**src/hdl/cfd_pkg.sv**
```systemverilog
// Shared types, constants and CRC function for the sensor frame decoder.
package cfd_pkg;

    localparam logic [7:0]  CRC_INIT = 8'hFF;
    localparam logic [7:0]  CRC_POLY = 8'h31;

    localparam int unsigned POS_W = 4;
    localparam logic [POS_W-1:0] POS_W0_HI  = 4'd0;
    localparam logic [POS_W-1:0] POS_W0_LO  = 4'd1;
    localparam logic [POS_W-1:0] POS_W0_CRC = 4'd2;
    localparam logic [POS_W-1:0] POS_W1_HI  = 4'd3;
    localparam logic [POS_W-1:0] POS_W1_LO  = 4'd4;
    localparam logic [POS_W-1:0] POS_W1_CRC = 4'd5;
    localparam logic [POS_W-1:0] POS_W2_HI  = 4'd6;
    localparam logic [POS_W-1:0] POS_W2_LO  = 4'd7;
    localparam logic [POS_W-1:0] POS_W2_CRC = 4'd8;

    localparam logic [14:0] TEMP_SCALE  = 15'd17500;
    localparam logic [14:0] TEMP_OFFSET = 15'd4500;
    localparam logic [13:0] HUM_SCALE   = 14'd10000;

    localparam int unsigned TEMP_PROD_W = 31;
    localparam int unsigned HUM_PROD_W  = 30;

    typedef struct packed {
        logic        error;
        logic [15:0] co2_word;
        logic [15:0] temp_word;
        logic [15:0] hum_word;
    } frame_t;

    typedef struct packed {
        logic                   error;
        logic [15:0]            co2_word;
        logic [TEMP_PROD_W-1:0] temp_prod;
        logic [HUM_PROD_W-1:0]  hum_prod;
    } product_t;

    function automatic logic [7:0] crc8_byte(input logic [7:0] crc, input logic [7:0] data);
        logic [7:0] c;
        c = crc ^ data;
        for (int k = 0; k < 8; k++) begin
            if (c[7])
                c = {c[6:0], 1'b0} ^ CRC_POLY;
            else
                c = {c[6:0], 1'b0};
        end
        return c;
    endfunction

endpackage

```
**src/hdl/cfd_frame_assembler.sv**
```systemverilog
// Byte position tracking, word assembly and per-word CRC check.
module cfd_frame_assembler
    import cfd_pkg::*;
(
    input  logic       clk,
    input  logic       rst_n,
    input  logic       byte_take,
    input  logic [7:0] frame_byte,
    input  logic       frame_start,
    input  logic       down_free,
    output logic       frm_free,
    output logic       frm_valid,
    output frame_t     frm
);

    logic [POS_W-1:0] pos_reg, pos_next;
    logic [7:0]       crc_reg, crc_next;
    logic             err_reg, err_next;
    logic [7:0]       hi_reg, hi_next;
    logic [15:0]      w0_reg, w0_next;
    logic [15:0]      w1_reg, w1_next;
    logic [15:0]      w2_reg, w2_next;
    logic             frm_valid_reg, frm_valid_next;
    frame_t           frm_reg, frm_next;

    logic [POS_W-1:0] pos_eff;
    logic             err_base;
    logic             crc_bad;
    logic             frm_load;

    assign frm_free  = !frm_valid_reg || down_free;
    assign frm_valid = frm_valid_reg;
    assign frm       = frm_reg;

    always_comb
    begin
        pos_eff  = frame_start ? POS_W0_HI : pos_reg;
        err_base = (pos_eff == POS_W0_HI) ? 1'b0 : err_reg;
        crc_bad  = (crc_reg != frame_byte);
        pos_next = pos_reg;
        crc_next = crc_reg;
        err_next = err_reg;
        hi_next  = hi_reg;
        w0_next  = w0_reg;
        w1_next  = w1_reg;
        w2_next  = w2_reg;
        frm_load = 1'b0;
        frm_next = frm_reg;
        if (byte_take)
        begin
            if (frame_start)
            begin
                pos_next = POS_W0_HI;
                crc_next = CRC_INIT;
                err_next = 1'b0;
            end
            unique case (pos_eff)
                POS_W0_HI, POS_W1_HI, POS_W2_HI:
                begin
                    crc_next = crc8_byte(CRC_INIT, frame_byte);
                    hi_next  = frame_byte;
                    err_next = err_base;
                    pos_next = pos_eff + 1'b1;
                end
                POS_W0_LO, POS_W1_LO, POS_W2_LO:
                begin
                    crc_next = crc8_byte(crc_reg, frame_byte);
                    err_next = err_base;
                    pos_next = pos_eff + 1'b1;
                    if (pos_eff == POS_W0_LO)
                        w0_next = {hi_reg, frame_byte};
                    else if (pos_eff == POS_W1_LO)
                        w1_next = {hi_reg, frame_byte};
                    else
                        w2_next = {hi_reg, frame_byte};
                end
                POS_W0_CRC, POS_W1_CRC, POS_W2_CRC:
                begin
                    crc_next = CRC_INIT;
                    err_next = err_base | crc_bad;
                    pos_next = pos_eff + 1'b1;
                    if (pos_eff == POS_W2_CRC)
                    begin
                        frm_load           = 1'b1;
                        frm_next.error     = err_base | crc_bad;
                        frm_next.co2_word  = w0_reg;
                        frm_next.temp_word = w1_reg;
                        frm_next.hum_word  = w2_reg;
                    end
                end
                default:
                begin
                    // frame complete: ignore bytes until the next start
                end
            endcase
        end
        if (frm_free)
            frm_valid_next = frm_load;
        else
            frm_valid_next = frm_valid_reg;
    end

    always_ff @(posedge clk or negedge rst_n)
    begin
        if (!rst_n)
        begin
            pos_reg       <= POS_W0_HI;
            crc_reg       <= CRC_INIT;
            err_reg       <= 1'b0;
            frm_valid_reg <= 1'b0;
        end
        else
        begin
            pos_reg       <= pos_next;
            crc_reg       <= crc_next;
            err_reg       <= err_next;
            frm_valid_reg <= frm_valid_next;
        end
    end

    always_ff @(posedge clk)
    begin
        hi_reg  <= hi_next;
        w0_reg  <= w0_next;
        w1_reg  <= w1_next;
        w2_reg  <= w2_next;
        frm_reg <= frm_next;
    end

endmodule

```
**src/hdl/cfd_converter.sv**
```systemverilog
// Fixed-point conversion of a checked frame and last-good result register.
module cfd_converter
    import cfd_pkg::*;
(
    input  logic               clk,
    input  logic               rst_n,
    input  logic               frm_valid,
    input  frame_t             frm,
    output logic               down_free,
    output logic               result_valid,
    input  logic               result_stall,
    output logic               status,
    output logic [15:0]        co2_ppm,
    output logic signed [14:0] temperature_centi,
    output logic [13:0]        humidity_centi
);

    logic        mul_valid_reg, mul_valid_next;
    product_t    mul_reg, mul_next;
    logic        res_valid_reg, res_valid_next;
    logic        status_reg, status_next;
    logic [15:0] co2_reg, co2_next;
    logic [14:0] temp_reg, temp_next;
    logic [13:0] hum_reg, hum_next;
    logic        out_free;

    assign out_free  = !res_valid_reg || !result_stall;
    assign down_free = !mul_valid_reg || out_free;

    assign result_valid      = res_valid_reg;
    assign status            = status_reg;
    assign co2_ppm           = co2_reg;
    assign temperature_centi = signed'(temp_reg);
    assign humidity_centi    = hum_reg;

    always_comb
    begin
        mul_next           = mul_reg;
        mul_valid_next     = mul_valid_reg;
        if (down_free)
        begin
            mul_valid_next     = frm_valid;
            mul_next.error     = frm.error;
            mul_next.co2_word  = frm.co2_word;
            mul_next.temp_prod = TEMP_PROD_W'(frm.temp_word) * TEMP_PROD_W'(TEMP_SCALE);
            mul_next.hum_prod  = HUM_PROD_W'(frm.hum_word) * HUM_PROD_W'(HUM_SCALE);
        end
    end

    always_comb
    begin
        res_valid_next = res_valid_reg;
        status_next    = status_reg;
        co2_next       = co2_reg;
        temp_next      = temp_reg;
        hum_next       = hum_reg;
        if (out_free)
        begin
            res_valid_next = mul_valid_reg;
            if (mul_valid_reg)
            begin
                status_next = mul_reg.error;
                if (!mul_reg.error)
                begin
                    co2_next  = mul_reg.co2_word;
                    temp_next = mul_reg.temp_prod[TEMP_PROD_W-1:16] - TEMP_OFFSET;
                    hum_next  = mul_reg.hum_prod[HUM_PROD_W-1:16];
                end
            end
        end
    end

    always_ff @(posedge clk or negedge rst_n)
    begin
        if (!rst_n)
        begin
            mul_valid_reg <= 1'b0;
            res_valid_reg <= 1'b0;
            co2_reg       <= '0;
            temp_reg      <= '0;
            hum_reg       <= '0;
        end
        else
        begin
            mul_valid_reg <= mul_valid_next;
            res_valid_reg <= res_valid_next;
            co2_reg       <= co2_next;
            temp_reg      <= temp_next;
            hum_reg       <= hum_next;
        end
    end

    always_ff @(posedge clk)
    begin
        mul_reg    <= mul_next;
        status_reg <= status_next;
    end

endmodule

```
**src/hdl/co2_sensor_frame_decoder_core.sv**
```systemverilog
// Sensor frame decoder: 9-byte frame in, one checked and converted measurement out.
//
// Input channel: frame_byte/frame_start with frame_valid/frame_stall. One byte is
// transferred per cycle while frame_stall is low; frame_start marks byte 0 and drops
// any partial frame. Bytes after the ninth are ignored until the next frame_start.
// Output channel: status, co2_ppm, temperature_centi, humidity_centi with
// result_valid/result_stall. One result per complete frame; status 1 means a word
// CRC failed and the last good values are repeated.
// After the ninth byte is transferred, the result passes through the frame register,
// the multiplier register and the result register, which drives result_valid.
// Throughput: one byte per cycle while frame_stall is low; the CRC update is
// combinational XOR logic.
// When result_stall is held, the pipeline fills and frame_stall rises once the
// frame register is occupied; no transfer is lost.
// Reset: position 0, CRC 0xFF, last good values zero, all stages empty.
module co2_sensor_frame_decoder_core
    import cfd_pkg::*;
(
    input  logic               clk,
    input  logic               rst_n,
    input  logic               frame_valid,
    output logic               frame_stall,
    input  logic [7:0]         frame_byte,
    input  logic               frame_start,
    output logic               result_valid,
    input  logic               result_stall,
    output logic               status,
    output logic [15:0]        co2_ppm,
    output logic signed [14:0] temperature_centi,
    output logic [13:0]        humidity_centi
);

    logic   frm_free;
    logic   frm_valid;
    logic   down_free;
    logic   byte_take;
    frame_t frm;

    assign frame_stall = !frm_free;
    assign byte_take   = frame_valid && frm_free;

    cfd_frame_assembler u_assembler (
        .clk         (clk),
        .rst_n       (rst_n),
        .byte_take   (byte_take),
        .frame_byte  (frame_byte),
        .frame_start (frame_start),
        .down_free   (down_free),
        .frm_free    (frm_free),
        .frm_valid   (frm_valid),
        .frm         (frm)
    );

    cfd_converter u_converter (
        .clk               (clk),
        .rst_n             (rst_n),
        .frm_valid         (frm_valid),
        .frm               (frm),
        .down_free         (down_free),
        .result_valid      (result_valid),
        .result_stall      (result_stall),
        .status            (status),
        .co2_ppm           (co2_ppm),
        .temperature_centi (temperature_centi),
        .humidity_centi    (humidity_centi)
    );

endmodule

```
**config.mk**
```make
export PLATFORM = sky130hd
export DESIGN_NAME = co2_sensor_frame_decoder_core
export DESIGN_NICKNAME = d
export VERILOG_FILES = /design/src/hdl/cfd_pkg.sv /design/src/hdl/cfd_frame_assembler.sv /design/src/hdl/cfd_converter.sv /design/src/hdl/co2_sensor_frame_decoder_core.sv
export SDC_FILE = /design/constraint.sdc
export NUM_CORES = 1
export LEC_CHECK = 0
export ABC_CLOCK_PERIOD_IN_PS = 6400
export BUFFER_PORTS_ARGS = -buffer_cell sky130_fd_sc_hd__buf_2
export CORE_ASPECT_RATIO = 0.9
export CORE_MARGIN = 1.5
export CORE_UTILIZATION = 35
export DETAILED_ROUTE_END_ITERATION = 12
export SYNTH_ARGS = -nofsm -noshare
export SYNTH_HDL_FRONTEND = slang
export SYNTH_SLANG_ARGS = --single-unit
export TNS_END_PERCENT = 1
```
**constraint.sdc**
```tcl
create_clock -name clk -period 6.4 [get_ports clk]
set_input_delay 0.32 -clock clk [delete_from_list [all_inputs] [get_ports clk]]
set_output_delay 0.32 -clock clk [all_outputs]
set_load 0.05 [all_outputs]
```
==> impl_metrics.tcl, run 1 <==
set metrics [dict create \
    die_h_um 186 \
    antenna_found_initial 0 \
    use_met1_pct 20.4 \
    hold_path.class "in2async" \
    failed_checks "hold timing" \
    yosysWarnings 0 \
    synth_edf_count 152 \
    arrival_ps 5170 \
    start_util_pct 35.9 \
    startpoint_type "flop" \
    cts_hold_buf 0 \
    ir_worst_vdd_mv 0.186 \
    period_share_pct 76.7 \
    finalWirelength_um 25200 \
    fp-row-count 66 \
    status "complete, but fails checks" \
    clk_pin_slew_worst_paths_ps 70 \
    tightestPinTransition_ps 1150 \
    dr.pass1.iters 5 \
    fin_worst_skew_ps 22.9 \
    largest_reg_flops 49 \
    grt_max_degree 62 \
    cts_sinks 213 \
    grt_pass1_vias 7973 \
    antenna_cells 0 \
    path_max_fanout 6 \
    syn-instance-count 1091 \
    root_buffer "clkbuf_16" \
    yosysMostFrequentCell "inv_1" \
    drv_slew 0 \
    powerDensity_nw_per_um2 238 \
    grt_pass1_wl_um 41500 \
    postCtsSetupRepairBufs 0 \
    drive_above_1_share_pct 10.2 \
    ys_types 58 \
    dp_cells 1616 \
    synthDominantCellAreaShare_pct 34.9 \
    relSlewSlack_pct 23.0 \
    grtUsageTotal_pct 13.6 \
    finalSetupViolCount 0 \
    cts-buffers-inserted 23 \
    place_hpwl_um 19300 \
    maxCapViolCount 0 \
    syn_area_per_cell_um2 12.0 \
    power_leakage_nw 6.92 \
    max_freq_mhz 204 \
    clk-insertion-delay-late_ps 520 \
    ys_top_cells_by_count "inv_1, ha_1, edfxtp_1" \
    die_x_um 207 \
    syn_to_final_growth_pct 11.8 \
    fin_tns_setup_ps 0 \
    wire_per_inst_um 15.2 \
    min_period_ps 4910 \
    hold_viol_final 5 \
    vias_per_cell 4.73 \
    gr-usage-met2_pct 20.8 \
    syn_nets 1350 \
    ant_nets 0 \
    drt_drc_violations_left 0 \
    ys.flop_type "edfxtp_1" \
    overflow 0 \
    vias 7838 \
    met3_usage_pct 2.39 \
    cts_tree "built" \
    drt_iter0_markers 522 \
    synth_area_leaders "edfxtp_1, ha_1, fa_1, dfrtp_1, inv_1" \
    finalWeightedCongestion 0.846 \
    io_pins 61 \
    cts_max_level 1 \
    layout.nets 1424 \
    ys_ff_latch 213 \
    synth_top_area_cell "edfxtp_1" \
    coreArea_um2 36400 \
    async_flop_share_pct 28.6 \
    synth_seq_area_share_pct 46.7 \
    end_kind "flop" \
    cts_resized 0 \
    stdcell_count 1658 \
    synthesis.area_um2 13100 \
    worstPathRequired_ps 6660 \
    dieArea_um2 38500 \
    rsz0062_at_grt "no" \
    port-buffer-count 60 \
    clockBufferDepth 3 \
    busiest_layer "met2" \
    path_class "reg2reg" \
    holdWs_ps -17.2 \
]
## kinds of logic after synthesis
family / count (synthesis) / synth area share (%)
AND/OR/NAND/NOR: 226 / 7.57
XOR/XNOR: 73 / 5.12
flip-flops: 213 / 46.7
adder cells (fa/ha/maj): 246 / 28.0
buffers and inverters: 192 / 5.57
AO/OA/AOI/OAI: 138 / 6.76
multiplexers: 3 / 0.230
## worst paths after layout
kind                                                      start  cells past startpoint  slack [ps]                                      endpoint
worst max-delay path              u_assembler.frm[28]$_DFFE_PP_                     17        1490             u_converter.mul_reg[57]$_DFFE_PP_
worst min-delay path                                      rst_n                      2         -20            u_assembler.pos_reg[1]$_DFFE_PN0P_
worst max register to register    u_assembler.frm[28]$_DFFE_PP_                     17        1490             u_converter.mul_reg[57]$_DFFE_PP_
worst min register to register  u_assembler.w1_reg[7]$_DFFE_PP_                      0         400                 u_assembler.frm[23]$_DFFE_PP_
max in group asynchronous                                 rst_n                      2        5790  u_converter.temperature_centi[8]$_DFFE_PN0P_
min in group clk                                   result_stall                      3          80          u_converter.result_valid$_DFFE_PN0N_
## layer usage
| metal | share of wire (%) | up-vias |
|---|---|---|
| met3 | 4.4 | 28 |
| met1 | 51 | 3821 |
| met5 | 0 | - |
| met2 | 43 | 159 |
| met4 | 1.4 | 0 |
| li1 | - | 3830 |
## where the power goes
part           internal (mW)  switching, mW
clock network          0.664          0.529
logic                  0.239          0.379
registers               1.59         0.0677
## final cells by class
class	instances	area (um2)
Clock buffer	30	602
Clock inverter	12	63.8
Fill cell	3459	21800
Inverter	176	661
Multi-Input combinational cell	686	6250
Sequential cell	213	6100
Tap cell	476	596
Timing Repair Buffer	65	338
## stage by stage
| stage | total power [mW] | hold WS (ps) | util (%) | worst slack, ps | instance area, um2 |
|---|---|---|---|---|---|
| after floorplan | 2.16 | 24.4 | - | 1850 | 13100 |
| after global placement | 2.29 | 401 | 38.3 | 1550 | 13900 |
| after detailed placement | 2.30 | 405 | 38.3 | 1520 | 13900 |
| after CTS | 3.51 | 12.9 | 40.1 | 1490 | 14600 |
| after global routing | 3.63 | 58.6 | 40.1 | 1240 | 14600 |
| final | 3.47 | -17.2 | 40.1 | 1490 | 14600 |
## placed cells by master, fill, tap and decap left out, drive strengths merged, types with 3 or more instances in the layout
cell type,count
o211ai,3
fa,78
nand3,5
nand4,8
clkinv,8
o21ai,36
nand2b,13
a21oi,41
xor2,34
a21o,12
a22oi,4
dfstp,8
and3,6
nor3,5
xnor2,39
edfxtp,152
inv,177
clkbuf,30
ha,168
dfrtp,53
o22ai,3
a211oi,4
nor2b,5
buf,65
and2,3
clkinvlp,3
nor2,30
nand2,143
mux2i,3
a31oi,6
a22o,3
a221oi,5
o21a,5
## worst max-delay path: stages, from the launching register on
cell      delay, ps
edfxtp_1        520
ha_1            340
inv_1            50
fa_1            490
inv_1            40
ha_1            300
fa_1            480
inv_1            50
fa_1            520
inv_1            40
ha_1            340
a21o_1          220
a21o_1          200
a221oi_2        360
a211oi_1        140
a211o_1         320
a21oi_2         160
xnor2_1          80
No activity file was read; power rests on OpenSTA's default activity.
==> inputs of run 2 (changes only) <==
--- a/config.mk
+++ b/config.mk
@@ -5,7 +5,8 @@
 export SDC_FILE = /design/constraint.sdc
 export NUM_CORES = 1
 export LEC_CHECK = 0
-export ABC_CLOCK_PERIOD_IN_PS = 6400
+export ABC_AREA = 1
+export ABC_CLOCK_PERIOD_IN_PS = 4200
 export BUFFER_PORTS_ARGS = -buffer_cell sky130_fd_sc_hd__buf_2
 export CORE_ASPECT_RATIO = 0.9
 export CORE_MARGIN = 1.5
==> constraint.sdc (replaced) <==
create_clock -name clk -period 4.2 [get_ports clk]
set_input_delay 0.21 -clock clk [delete_from_list [all_inputs] [get_ports clk]]
set_output_delay 0.21 -clock clk [all_outputs]
set_load 0.05 [all_outputs]
==> impl_metrics.tcl, run 2 <==
set metrics [dict create \
    status "finished, final reports clean" \
    synth_area_leaders "edfxtp_1, ha_1, fa_1, nand2_1, dfrtp_1" \
    port-buffer-count 60 \
    place_hpwl_um 24200 \
    relSlewSlack_pct 32.1 \
    max_freq_mhz 245 \
    synth_edf_count 152 \
    drv_slew 0 \
    cts_max_level 1 \
    synthesis.area_um2 14200 \
    syn_to_final_growth_pct 18.6 \
    synth_top_family_by_area "adder cells" \
    clockBufferDepth 3 \
    power_leakage_nw 8.27 \
    tightestPinTransition_ps 1020 \
    die_x_um 215 \
    synth_compound_area_share_pct 5.10 \
    synthSimpleGateAreaFrac_pct 16.8 \
    synthMuxAreaShare_pct 0 \
    ant_nets 0 \
    rsz0062_at_grt "yes" \
    synthDominantCellAreaShare_pct 32.2 \
    layout.nets 1896 \
    fin_tns_setup_ps 0 \
    synth-xor-area-share_pct 1.79 \
    arrival_ps 4370 \
    path_max_fanout 4 \
    io_pins 61 \
    ir_worst_vdd_mv 0.345 \
    coreArea_um2 39700 \
    maxCapViolCount 0 \
    ys_top_cells_by_count "nand2_1, inv_1, ha_1" \
    start_util_pct 35.7 \
    worstPathRequired_ps 4480 \
    powerDensity_nw_per_um2 358 \
    stdcell_count 2186 \
    async_flop_share_pct 28.6 \
    vias_per_cell 4.59 \
    synth_top_area_cell "edfxtp_1" \
    clk-insertion-delay-late_ps 520 \
    drt_drc_violations_left 0 \
    vias 10000 \
    syn-instance-count 1480 \
    min_period_ps 4090 \
    syn_nets 1739 \
    finalSetupViolCount 0 \
    ys_ff_latch 213 \
    drive_above_1_share_pct 16.4 \
    finalWirelength_um 30400 \
    dp_cells 2126 \
    grtUsageTotal_pct 14.6 \
    clk_pin_slew_worst_paths_ps 60 \
    grt_pass1_vias 9752 \
    path_class "reg2reg" \
    grt_max_degree 62 \
    synth_seq_area_share_pct 43.0 \
    period_share_pct 97.3 \
    final_common_cell "nand2_1" \
    largest_reg_flops 49 \
    die_h_um 194 \
    root_buffer "clkbuf_16" \
    hold_viol_final 0 \
    yosys.area_share.adder_pct 25.8 \
    cts_tree "built" \
    dr.pass1.iters 5 \
    wire_per_inst_um 13.9 \
    startpoint_type "flop" \
    dieArea_um2 41800 \
    syn_area_per_cell_um2 9.59 \
    cts-buffers-inserted 23 \
    hold_path.class "in2reg" \
    fp-row-count 69 \
    drt_iter0_markers 579 \
    final.fill_count 3868 \
    fin_total_pwr_mw 6.03 \
    antenna_found_initial 0 \
    fin_worst_skew_ps 21.4 \
    final_cell_mix "nand2_1, inv_1, edfxtp_1, ha_1, buf_4" \
    cts_sinks 213 \
    overflow 0 \
    ys.flop_type "edfxtp_1" \
    grt_pass1_wl_um 49600 \
    ys_types 42 \
    finalWeightedCongestion 0.900 \
    end_kind "flop" \
    yosysMostFrequentCell "nand2_1" \
    yosysWarnings 0 \
    antenna_cells 0 \
]
[run 2: cell count changes after synthesis, sizes merged, moves of 13 or more]
cell    previous run  this run
nor2              30        86
a21oi             41        54
xnor2             39        10
nand2b            13         0
nand3              5        71
inv              176       272
nand2            143       392
xor2              34        19
[run 2: layer usage]
layer | share of wire, % | global-route usage [%] | vias up
li1 | - | - | 5097
met1 | 52 | 22.0 | 4724
met2 | 43 | 22.7 | 184
met3 | 4.3 | 2.18 | 28
met4 | 1.3 | 2.20 | 0
met5 | 0 | 0 | -
[run 2: final cells by class]
type                    instances  area, um2  area share (%)
multi-input cells             984       7370            43.8
flip-flops and latches        213       6100            36.2
inverters                     272       1020            6.08
repair buffers                143        936            5.56
well taps                     532        666            3.95
clock buffers                  28        604            3.59
clock inverters                14        135           0.803
[run 2: path summary, 6_finish.rpt]
kind | start | to | slack [ps] | cells past startpoint
worst max-delay path | u_assembler.frm[29]$_DFFE_PP_ | u_converter.mul_reg[57]$_DFFE_PP_ | 110 | 18
worst min-delay path | frame_byte[3] | u_assembler.w1_reg[3]$_DFFE_PP_ | 80 | 1
worst max register to register | u_assembler.frm[29]$_DFFE_PP_ | u_converter.mul_reg[57]$_DFFE_PP_ | 110 | 18
worst min register to register | u_assembler.w1_reg[0]$_DFFE_PP_ | u_assembler.frm[16]$_DFFE_PP_ | 420 | 0
max in group asynchronous | rst_n | u_converter.temperature_centi[13]$_DFFE_PN0P_ | 3230 | 3
min in group asynchronous | rst_n | u_assembler.err_reg$_DFFE_PN0P_ | 380 | 3
[run 2: logic make-up after synthesis]
group / after synthesis
AND/OR/NAND/NOR: 579
flip-flops: 213
adder cells (fa/ha/maj): 246
buffers and inverters: 283
XOR/XNOR: 29
AO/OA/AOI/OAI: 130
[run 2: report_power, final]
group          total (mW)  internal, mW  leakage, nW  switching [mW]
clock                1.97          1.15        0.355           0.818
combinational        1.41         0.400         5.69            1.01
sequential           2.64          2.51         2.22           0.129
[run 2: through the flow]
step	utilization, %	worst slack, ps	hold WS, ps	cell area [um2]
6_report	42.4	112	76.6	16800
5_1_grt	42.4	-58.3	67.4	16800
4_1_cts	41.3	4.95	63.6	16400
3_5_place_dp	39.3	-163	405	15600
3_3_place_gp	39.3	-83.9	402	15600
2_1_floorplan	-	114	-85.6	14200
[run 2: timing repair]
action | 4_1_cts | 5_1_grt
resized for setup | 8 | 75
endpoints found under the hold margin | 54 | 0
pin swaps | 0 | 16
setup buffers | 0 | 16
cloned | 0 | 0
setup endpoints to repair | 10 | 28
hold buffers | 2 | 0
[run 2: worst max-delay path, cell delays in order (launching register included)]
cell	delay, ps
edfxtp_1	440
ha_1	300
inv_1	50
fa_1	500
inv_1	40
ha_1	290
fa_1	480
inv_1	50
fa_1	530
inv_1	70
ha_4	290
nand2_2	70
nor2_2	130
inv_2	60
nor2_4	80
nor2_2	50
or2_2	290
nand4_1	80
nand2_1	60
